==> src/sv/smcp_pkg.sv <==
// Shared types and constants for the serial motor command parser.
// No dependencies; imported by smcp_split and serial_motor_command_parser.
package smcp_pkg;

  localparam int unsigned HEAD_W = 19;
  localparam int unsigned TYPE_W = 11;
  localparam int unsigned VAL_W  = 15;
  localparam int unsigned MAG_W  = 32;

  // Largest magnitude the converter holds; a negative number may reach it.
  localparam logic [MAG_W-1:0] MAG_LIMIT = 32'h8000_0000;
  localparam logic [MAG_W-1:0] POS_MAX   = 32'h7FFF_FFFF;

  // Reciprocals for exact unsigned division of a 32-bit value.
  localparam logic [31:0]     RECIP_1E4 = 32'hD1B7_1759;  // >> 45
  localparam logic [31:0]     RECIP_1E7 = 32'h6B5F_CA6B;  // >> 54
  localparam int unsigned     SHIFT_1E4 = 45;
  localparam int unsigned     SHIFT_1E7 = 54;

  localparam logic [7:0] CH_BANG  = 8'h21;  // '!'
  localparam logic [7:0] CH_PLUS  = 8'h2B;  // '+'
  localparam logic [7:0] CH_MINUS = 8'h2D;  // '-'
  localparam logic [7:0] CH_SPACE = 8'h20;
  localparam logic [7:0] CH_TAB   = 8'h09;
  localparam logic [7:0] CH_CR    = 8'h0D;
  localparam logic [7:0] CH_ZERO  = 8'h30;
  localparam logic [7:0] CH_NINE  = 8'h39;
  localparam logic [7:0] CH_S     = 8'h53;
  localparam logic [7:0] CH_R     = 8'h52;
  localparam logic [7:0] CH_T     = 8'h54;
  localparam logic [7:0] CH_H     = 8'h48;
  localparam logic [7:0] CH_P     = 8'h50;
  localparam logic [7:0] CH_Q     = 8'h51;
  localparam logic [7:0] CH_L     = 8'h4C;

  typedef enum logic [2:0] {
    MODE_IDLE = 3'd0,
    MODE_S    = 3'd1,
    MODE_R    = 3'd2,
    MODE_T    = 3'd3,
    MODE_P    = 3'd4,
    MODE_Q    = 3'd5,
    MODE_H    = 3'd6,
    MODE_L    = 3'd7
  } mode_e;

  typedef enum logic [1:0] {
    PH_BLANK  = 2'd0,
    PH_DIGITS = 2'd1,
    PH_STOP   = 2'd2
  } phase_e;

  typedef enum logic [1:0] {
    KIND_SPEED = 2'd0,
    KIND_FULL  = 2'd1,
    KIND_GRIP  = 2'd2
  } kind_e;

  localparam logic [1:0] MOTOR_ONE  = 2'd0;
  localparam logic [1:0] MOTOR_TWO  = 2'd1;
  localparam logic [1:0] MOTOR_BOTH = 2'd2;

  typedef struct packed {
    logic signed [HEAD_W-1:0] head;
    logic signed [TYPE_W-1:0] cmd_type;
    logic signed [VAL_W-1:0]  value;
  } split_t;

endpackage

==> src/sv/smcp_split.sv <==
// Splits a signed number (sign + magnitude) into head, type and value fields.
// Depends on smcp_pkg for field widths, reciprocals and split_t.
module smcp_split (
  input  logic [smcp_pkg::MAG_W-1:0] mag_i,
  input  logic                       neg_i,
  input  logic                       full_i,
  output smcp_pkg::split_t           split_o
);
  import smcp_pkg::*;

  logic [63:0] prod_1e4;
  logic [63:0] prod_1e7;
  logic [17:0] quot_1e4;
  logic [9:0]  quot_1e7;
  logic [17:0] type_mag;
  logic [31:0] val_mag;
  logic [17:0] head_mag;

  // Both quotients come straight from the magnitude, in parallel.
  assign prod_1e4 = 64'(mag_i) * 64'(RECIP_1E4);
  assign prod_1e7 = 64'(mag_i) * 64'(RECIP_1E7);
  assign quot_1e4 = prod_1e4[SHIFT_1E4 +: 18];
  assign quot_1e7 = prod_1e7[SHIFT_1E7 +: 10];

  assign type_mag = quot_1e4 - 18'(quot_1e7 * 18'd1000);
  assign val_mag  = mag_i - 32'(32'(quot_1e4) * 32'd10000);
  assign head_mag = full_i ? 18'(quot_1e7) : quot_1e4;

  always_comb begin
    logic signed [HEAD_W-1:0] head_s;
    logic signed [TYPE_W-1:0] type_s;
    logic signed [VAL_W-1:0]  val_s;
    head_s = HEAD_W'(head_mag);
    type_s = full_i ? TYPE_W'(type_mag[9:0]) : '0;
    val_s  = VAL_W'(val_mag[13:0]);
    // Truncating division: apply the sign after dividing the magnitude.
    split_o.head     = neg_i ? -head_s : head_s;
    split_o.cmd_type = neg_i ? -type_s : type_s;
    split_o.value    = neg_i ? -val_s  : val_s;
  end

endmodule

==> src/sv/serial_motor_command_parser.sv <==
// Serial motor command parser: the input byte register and then the result
// register lie between input beat and result beat; one beat per cycle sustained;
// both registers keep flowing as long as the output side takes results.
// Mode, number converter and byte count update in the cycle the byte leaves the
// input register; the split of the number is one pass of two 32x32 reciprocal
// multipliers. Reset (rst_ni low, asynchronous) clears mode, converter and valids.
module serial_motor_command_parser #(
  parameter int unsigned BUFFER_DEPTH = 16
) (
  input  logic        clk_i,
  input  logic        rst_ni,
  // Input stream: tdata[7:0] = rx_byte
  input  logic        s_axis_tvalid,
  output logic        s_axis_tready,
  input  logic [7:0]  s_axis_tdata,
  // Result stream: tdata[1:0] = motor_select, [20:2] = head_number,
  // [31:21] = command_type, [46:32] = value_field, [47] = gripper_level
  output logic        m_axis_tvalid,
  input  logic        m_axis_tready,
  output logic [47:0] m_axis_tdata,
  // tuser[1:0] = kind
  output logic [1:0]  m_axis_tuser
);
  import smcp_pkg::*;

  localparam int unsigned CNT_W = $clog2(BUFFER_DEPTH + 1);

  // Input register
  logic       in_vld_q, in_vld_d;
  logic [7:0] in_byte_q;

  // Parser state
  mode_e            mode_q, mode_d;
  phase_e           phase_q, phase_d;
  logic [MAG_W-1:0] acc_q, acc_d;
  logic             neg_q, neg_d;
  logic [CNT_W-1:0] cnt_q, cnt_d;

  // Result register
  logic        out_vld_q, out_vld_d;
  logic [47:0] out_data_q, out_data_d;
  logic [1:0]  out_user_q, out_user_d;

  logic  advance, proc;
  logic  is_letter;
  mode_e mode_eff;
  logic  emit_grip, emit_cmd, is_cmd_mode, feed;
  logic  is_digit, is_blank;
  logic [3:0]       digit;
  logic [35:0]      acc_mul;
  logic [MAG_W-1:0] acc_sat;
  logic [MAG_W-1:0] conv_mag;
  split_t           split;

  // The input register moves whenever the result register can take a beat.
  assign advance       = !out_vld_q || m_axis_tready;
  assign s_axis_tready = !in_vld_q || advance;
  assign proc          = in_vld_q && advance;

  // Decode a mode letter; any other byte keeps the current mode.
  always_comb begin
    is_letter = 1'b1;
    mode_eff  = mode_q;
    unique case (in_byte_q)
      CH_S:    mode_eff = MODE_S;
      CH_R:    mode_eff = MODE_R;
      CH_T:    mode_eff = MODE_T;
      CH_P:    mode_eff = MODE_P;
      CH_Q:    mode_eff = MODE_Q;
      CH_H:    mode_eff = MODE_H;
      CH_L:    mode_eff = MODE_L;
      default: is_letter = 1'b0;
    endcase
  end

  assign emit_grip   = (mode_eff == MODE_P) || (mode_eff == MODE_Q);
  assign is_cmd_mode = (mode_eff == MODE_S) || (mode_eff == MODE_R) ||
                       (mode_eff == MODE_T) || (mode_eff == MODE_H);
  assign emit_cmd    = is_cmd_mode && (in_byte_q == CH_BANG);
  // A mode letter in a command mode is always that mode's own letter: never fed.
  assign feed        = is_cmd_mode && (in_byte_q != CH_BANG) && !is_letter;

  assign is_digit = (in_byte_q >= CH_ZERO) && (in_byte_q <= CH_NINE);
  assign is_blank = (in_byte_q == CH_SPACE) ||
                    ((in_byte_q >= CH_TAB) && (in_byte_q <= CH_CR));
  assign digit    = 4'(in_byte_q - CH_ZERO);

  // acc * 10 + digit, saturated at the magnitude limit.
  assign acc_mul = (36'(acc_q) << 3) + (36'(acc_q) << 1) + 36'(digit);
  assign acc_sat = (acc_mul > 36'(MAG_LIMIT)) ? MAG_LIMIT : acc_mul[MAG_W-1:0];

  // Mode next state: take the decoded mode, drop back to idle after a command.
  always_comb begin
    mode_d = mode_q;
    if (proc) begin
      mode_d = emit_cmd ? MODE_IDLE : mode_eff;
    end
  end

  // Converter next state.
  always_comb begin
    phase_d = phase_q;
    acc_d   = acc_q;
    neg_d   = neg_q;
    cnt_d   = cnt_q;
    if (proc && emit_cmd) begin
      phase_d = PH_BLANK;
      acc_d   = '0;
      neg_d   = 1'b0;
      cnt_d   = '0;
    end else if (proc && feed && (cnt_q < CNT_W'(BUFFER_DEPTH))) begin
      cnt_d = cnt_q + CNT_W'(1);
      case (phase_q)
        PH_BLANK: begin
          if (is_blank) begin
            // skip leading white space
          end else if (in_byte_q == CH_PLUS) begin
            phase_d = PH_DIGITS;
          end else if (in_byte_q == CH_MINUS) begin
            neg_d   = 1'b1;
            phase_d = PH_DIGITS;
          end else if (is_digit) begin
            phase_d = PH_DIGITS;
            acc_d   = acc_sat;
          end else begin
            phase_d = PH_STOP;
          end
        end
        PH_DIGITS: begin
          if (is_digit) begin
            acc_d = acc_sat;
          end else begin
            phase_d = PH_STOP;
          end
        end
        default: begin
          // stopped: hold the number
        end
      endcase
    end
  end

  // Positive overflow clamps to the largest positive value.
  assign conv_mag = (!neg_q && (acc_q > POS_MAX)) ? POS_MAX : acc_q;

  smcp_split u_split (
    .mag_i   (conv_mag),
    .neg_i   (neg_q),
    .full_i  (mode_eff == MODE_H),
    .split_o (split)
  );

  // Result assembly.
  always_comb begin
    logic [1:0]               motor;
    logic signed [HEAD_W-1:0] head;
    logic signed [TYPE_W-1:0] ctype;
    logic signed [VAL_W-1:0]  value;
    logic                     grip;
    kind_e                    kind;
    motor = MOTOR_ONE;
    head  = split.head;
    ctype = split.cmd_type;
    value = split.value;
    grip  = 1'b0;
    kind  = KIND_SPEED;
    if (emit_grip) begin
      kind  = KIND_GRIP;
      head  = '0;
      ctype = '0;
      value = '0;
      grip  = (mode_eff == MODE_P);
    end else if (mode_eff == MODE_H) begin
      kind = KIND_FULL;
    end else if (mode_eff == MODE_R) begin
      motor = MOTOR_TWO;
    end else if (mode_eff == MODE_T) begin
      motor = MOTOR_BOTH;
    end
    out_data_d = {grip, value, ctype, head, motor};
    out_user_d = kind;
  end

  always_comb begin
    in_vld_d  = in_vld_q;
    out_vld_d = out_vld_q;
    if (s_axis_tready) begin
      in_vld_d = s_axis_tvalid;
    end
    if (advance) begin
      out_vld_d = proc && (emit_grip || emit_cmd);
    end
  end

  always_ff @(posedge clk_i or negedge rst_ni) begin
    if (!rst_ni) begin
      in_vld_q  <= 1'b0;
      out_vld_q <= 1'b0;
      mode_q    <= MODE_IDLE;
      phase_q   <= PH_BLANK;
      acc_q     <= '0;
      neg_q     <= 1'b0;
      cnt_q     <= '0;
    end else begin
      in_vld_q  <= in_vld_d;
      out_vld_q <= out_vld_d;
      mode_q    <= mode_d;
      phase_q   <= phase_d;
      acc_q     <= acc_d;
      neg_q     <= neg_d;
      cnt_q     <= cnt_d;
    end
  end

  // Payload registers: load on accepted beats only, no reset needed.
  always_ff @(posedge clk_i) begin
    if (s_axis_tvalid && s_axis_tready) begin
      in_byte_q <= s_axis_tdata;
    end
    if (proc) begin
      out_data_q <= out_data_d;
      out_user_q <= out_user_d;
    end
  end

  assign m_axis_tvalid = out_vld_q;
  assign m_axis_tdata  = out_data_q;
  assign m_axis_tuser  = out_user_q;

endmodule
==> config.mk <==
export PLATFORM = sky130hd
export DESIGN_NAME = serial_motor_command_parser
export DESIGN_NICKNAME = d
export VERILOG_FILES = /design/src/sv/smcp_pkg.sv /design/src/sv/smcp_split.sv /design/src/sv/serial_motor_command_parser.sv
export SDC_FILE = /design/constraint.sdc
export NUM_CORES = 2
export LEC_CHECK = 0
export ABC_AREA = 1
export ABC_CLOCK_PERIOD_IN_PS = 29000
export BUFFER_PORTS_ARGS = -buffer_cell sky130_fd_sc_hd__buf_2
export CAP_MARGIN = 20
export CORE_UTILIZATION = 45
export DETAILED_ROUTE_END_ITERATION = 7
export GPL_TIMING_DRIVEN = 0
export PLACE_DENSITY = 0.65
export SETUP_SLACK_MARGIN = 0.3
export SYNTH_ARGS = -nofsm -noshare
export SYNTH_HDL_FRONTEND = slang
export SYNTH_SLANG_ARGS = --single-unit
==> constraint.sdc <==
create_clock -name clk_i -period 29 [get_ports clk_i]
set_input_delay 1.45 -clock clk_i [delete_from_list [all_inputs] [get_ports clk_i]]
set_output_delay 1.45 -clock clk_i [all_outputs]
set_load 0.1 [all_outputs]
# Word-level counts from Yosys, hierarchy flattened
# Cells that the tools add are included.
classes:
  add_sub_neg: 9
  mul: 4
  div_mod_pow: 0
  order_cmp: 7
  eq_ne: 25
  shift: 0
  mux: 36
  n_bitwise: 1
  reduce_logical: 36
op_table:
  columns: ["operator", "count"]
  rows:
  - ["$mux 32", 8]
  - ["$pmux 32 s2", 1]
  - ["$mul 32x31->63 const B", 1]
  - ["$mul 32x32->63 const B", 1]
  - ["$eq 8x7->1 const B", 7]
  - ["$add 35x33->36", 1]
  - ["$add 36x4->36", 1]
  - ["$gt 36x32->1 const B", 1]
  - ["$mux 18", 2]
  - ["$eq 8x6->1 const B", 4]
  - ["$gt 32x31->1 const B", 1]
  - ["$pmux 3 s7", 1]
  - ["$neg 18->19", 1]
  - ["$mul 18x10->10 const B", 1]
  - ["$mux 2", 8]
  - ["$neg 14->15", 1]
  - ["$mux 14", 1]
  - ["$sub 14x14->14", 1]
  - ["$logic_and 1x1->1", 12]
  - ["$ne 3x3->1 const B", 4]
  - ["$mux 11", 1]
  - ["$neg 11->11", 1]
  - ["$mux 10", 1]
  - ["$mux 5", 2]
  - ["30 further kinds", 55]
totals:
  regBits: 103
  latch_bits: 0
  mem_bits_rw: 0
  romBits: 0
  word_cells: 132
  memories: 0

# Depth between registers and ports, before layout
logic_depth:
  word_depth: 12
  depth_mapped: 59
  ltp_nobuf: 58

# Cells and area by module
# A second synthesis with hierarchy kept.
hier_totals:
  cells_unflattened: 5554
  hier_area_um2: 46528.4
by_module_without_submodules:
  columns: ["module", "n_inst", "cells_per_inst", "area_each_um2", "seq_area_each_um2"]
  rows:
  - ["smcp_split", 1, 4399, 38662.1, 0.0]
  - ["serial_motor_command_parser", 1, 1155, 7866.3, 2867.8]

# Least setup slack after synthesis
# OpenSTA, ideal clock, no wires.
synth_path:
  path_kind: "reg-to-reg"
  startpoint: "register neg_q"
  endpoint: "register out_data_q[30] (netlist: m_axis_tdata[30]), data pin"
  setup_time_ns: 0.249
  t_arrival_ns: 11.243
  path_slack_ns: 17.508
  stages_incl_launch_ff: 53
  n_path_buf: 2
  period_less_slack_ns: 11.492
  path_cell_list: "dfrtp_1 -> inv_2 -> nand2_8 -> inv_2 -> clkbuf_1 -> clkbuf_1 -> nor2_1 -> nor2_1 -> inv_1 -> o21ai_0 -> inv_1 -> ha_1 -> or2_2 -> fa_1 -> fa_1 -> inv_1 -> fa_1 -> inv_1 -> [17 not listed] -> inv_1 -> ha_1 -> ha_1 -> inv_1 -> fa_1 -> fa_1 -> inv_1 -> ha_1 -> xnor2_1 -> ha_1 -> a21oi_1 -> o21ai_0 -> a31oi_1 -> nand3_1 -> nand3_1 -> nand3_1 -> nand2_1 -> inv_1"
synth_via:
  elab_chain_cells: 9
  elab_cells_between_ends: 10
  classes_between: "add/sub: 2; mul: 3; mux: 3; reduce/logical: 2"
synth_rtl:
  columns: ["element", "line", "text"]
  rows:
  - ["start: declaration", "serial_motor_command_parser.sv:36", "logic neg_q, neg_d;"]
  - ["start signal: assignment", "serial_motor_command_parser.sv:210", "neg_q <= neg_d;"]
  - ["$logic_not 1->1", "serial_motor_command_parser.sv:144", "assign conv_mag = (!neg_q && (acc_q > POS_MAX)) ? POS_MAX : acc_q;"]
  - ["$logic_and 1x1->1", "serial_motor_command_parser.sv:144", null]
  - ["$mux 32", "serial_motor_command_parser.sv:144", null]
  - ["$mul 32x31->63", "smcp_split.sv:21", "assign prod_1e7 = 64'(mag_i) * 64'(RECIP_1E7);"]
  - ["$mul 9x7->7", "smcp_split.sv:25", "assign type_mag = quot_1e4 - 18'(quot_1e7 * 18'd1000);"]
  - ["$sub 10x10->10", "smcp_split.sv:25", null]
  - ["$mux 10", "smcp_split.sv:34", "type_s = full_i ? TYPE_W'(type_mag[9:0]) : '0;"]
  - ["$neg 11->11", "smcp_split.sv:38", "split_o.cmd_type = neg_i ? -type_s : type_s;"]
  - ["$mux 11 (*)", "smcp_split.sv:38", null]
  - ["end signal: assignment", "serial_motor_command_parser.sv:221", "out_data_q <= out_data_d;"]
  - ["end: declaration", "serial_motor_command_parser.sv:41", "logic [47:0] out_data_q, out_data_d;"]
# Mark *: on every way between the ends. The rest lies on a longest branch, timed or not.
# A chain may end at the register's enable or synchronous reset.

# Final worst setup path
# Ends and elaborated chain as after synthesis.

==> flow_metrics.tcl <==
set metrics [dict create \
    outcome "completed" \
    clk_pin_slew_ns 0.09 \
    fillerInstances 9955 \
    wl_mm 164 \
    ys_warn_count 0 \
    yosys.area.top_type_share 0.379 \
    overflow 0 \
    grt_util_all_layers 0.323 \
    yosys-top-cells-area "fa_1, ha_1, inv_1, nand2_1, edfxtp_1" \
    ant_nets 0 \
    ys_seq_area_frac 0.0625 \
    ctsResizeCount 0 \
    fp.dieW_um 321 \
    io_pins 64 \
    grt_first_pass_wirelength_mm 240 \
    drive_above_1_share 0.0423 \
    fin_util 0.482 \
    drcViolationCount 0 \
    min_period_over_period 0.509 \
    start_kind "register" \
    synthArstFlopShare 0.437 \
    hold_end "cnt_q[2]" \
    worst-endpoint-arrival_ns 14.91 \
    synth-edff-count 58 \
    netlist_area_sq_um 45900 \
    dieArea_sq_um 103000 \
    dpl_cell_area_sq_um 48100 \
    nets 7158 \
    drt_iter0_markers 3647 \
    crit_slowest_cell "clkbuf_1" \
    worst_slew_pin_slew_ns 1.21 \
    post-cts-setup-buffer-count 0 \
    timing.final.crit_period_ns 14.77 \
    cts_tree "yes" \
    crit_top_cell "inv_1" \
    fin_skew_ns 0.0221 \
    end_kind "register" \
    layout_common_cells "inv_1, fa_1, nand2_1" \
    r2r_slack_ns 14.23 \
    ctsHtreeMaxLevel 3 \
    hpwlAfterDp_mm 147 \
    r2r-start "neg_q" \
    antenna_found_initial 0 \
    setup_viol 0 \
    hold_buffers 0 \
    syn-instance-count 5460 \
    syn_nets 7065 \
    synth.distinct_cells 59 \
    syn_area_per_cell_sq_um 8.41 \
    antenna_cells 0 \
    fin_ws_ns 14.23 \
    critPathKind "reg2reg" \
    cp.required_ns 29.13 \
    row_count 116 \
    vias_per_cell 5.34 \
    first_pass_iters 6 \
    cpPeakStageDelay_ns 0.70 \
    cap_violations 0 \
    tns_ns 0 \
    area_delta_synth_final_pct 5.61 \
    gp_routability_congestion 1.07 \
    worstPathMaxFanout 10 \
    vias 36906 \
    grt_pass1_vias 37442 \
    max_freq_mhz 67.7 \
    hold_viol 0 \
    die_y_um 321 \
    pre_cts_slack_ns 14.17 \
    yosysTopAreaCell "fa_1" \
    cp_num_buf_inv 15 \
    synth.ff_latch_count 103 \
    wl_per_cell_um 23.7 \
    clockBufferDepth 2 \
    numCtsBuffers 9 \
    path_delay_family "adder cells" \
    ctsRootBufferMaster "clkbuf_16" \
    synth-main-ff-cell "edfxtp_1" \
    reg2regPathDepth 51 \
    core_area_sq_um 101000 \
    hold_path_class "reg2reg" \
    clock_latency_ns 0.38 \
    maxSlewViolCount 0 \
    rr_endpoint "m_axis_tdata[30]" \
    max-slew-margin-rel 0.191 \
    holdPathStages 1 \
    io_buffers 63 \
    stdcell_area_sq_um 48500 \
    grt_max_degree 48 \
    clkSinkCount 103 \
    rsz0062_at_grt "false" \
    start_util 0.456 \
    final_common_cell "inv_1" \
    hold_start "cnt_q[2]" \
]
[registers in the layout (all words and copies together), names as in the netlist, 2 cells and up]
register and cells:
acc_q 32, in_byte_q 8, phase_q 2, cnt_q 5, m_axis_tdata 48, mode_q 3
m_axis_tuser 2
[worst max-delay path by stage]
stage / end / depth (start not counted) / start / slack (ns)
after global placement: m_axis_tdata[30] / 50 / neg_q / 14.31
after floorplan: m_axis_tdata[30] / 52 / neg_q / 17.51
after CTS: m_axis_tdata[30] / 50 / neg_q / 14.14
after detailed placement: m_axis_tdata[30] / 50 / neg_q / 14.17
after global routing: m_axis_tdata[46] / 50 / neg_q / 13.65
final: m_axis_tdata[30] / 51 / neg_q / 14.23
[cells by family after synthesis]
family	share of synthesized area
and+or+nand+nor	0.154
adders and majority gates	0.576
buffers and inverters	0.126
AOI/OAI and AO/OA	0.0586
xor gates and xnor gates	0.0233
DFF	0.0625
[synthesized netlist by cell type, types with 31 or more instances]
cell type and instances:
o21ai_0 96, nand2_1 852, a21o_1 36, nand3_1 176, nor3_1 59, or2_2 31
nor2_1 416, fa_1 868, dfrtp_1 45, a21oi_1 216, xor2_1 80, inv_1 1485
xnor2_1 42, ha_1 725, edfxtp_1 58
[per-stage QoR]
step | hold slack, ns | instances
5_1_grt | 0.548 | 6915
2_1_floorplan | 0.458 | 5460
3_5_place_dp | 0.487 | 6892
3_3_place_gp | 0.478 | 6880
4_1_cts | 0.500 | 6908
6_report | 0.500 | 6915
[worst register-to-register path: cells and delay by family, from the launching register on]
kind / cells / cell delay, ns
compound gates: 8 / 1.44
xor+xnor: 1 / 0.19
fa+ha+maj: 15 / 6.40
buf+inv: 15 / 3.02
flops: 1 / 0.55
simple gates: 12 / 2.95
[routing by layer]
layer | vias up | part of all wire | GRT usage
met4 | 0 | 0.062 | 0.161
met2 | 1672 | 0.42 | 0.479
li1 | 16790 | - | -
met3 | 333 | 0.099 | 0.0679
met5 | - | 0 | 0
met1 | 18111 | 0.42 | 0.447
[layout make-up]
class / count / area [sq um] / area share
plain buffers: 23 / 119 / 0.00245
clock buffers: 9 / 225 / 0.00464
clock inverters: 7 / 91.3 / 0.00188
inverters: 1504 / 5650 / 0.116
multi-input cells: 3830 / 37300 / 0.769
flip-flops and latches: 103 / 2870 / 0.0591
well taps: 1357 / 1700 / 0.0350
repair buffers: 82 / 543 / 0.0112
Power is not shown: default switching activity piles up to over one toggle a cycle in this logic, so the estimate is an artifact.
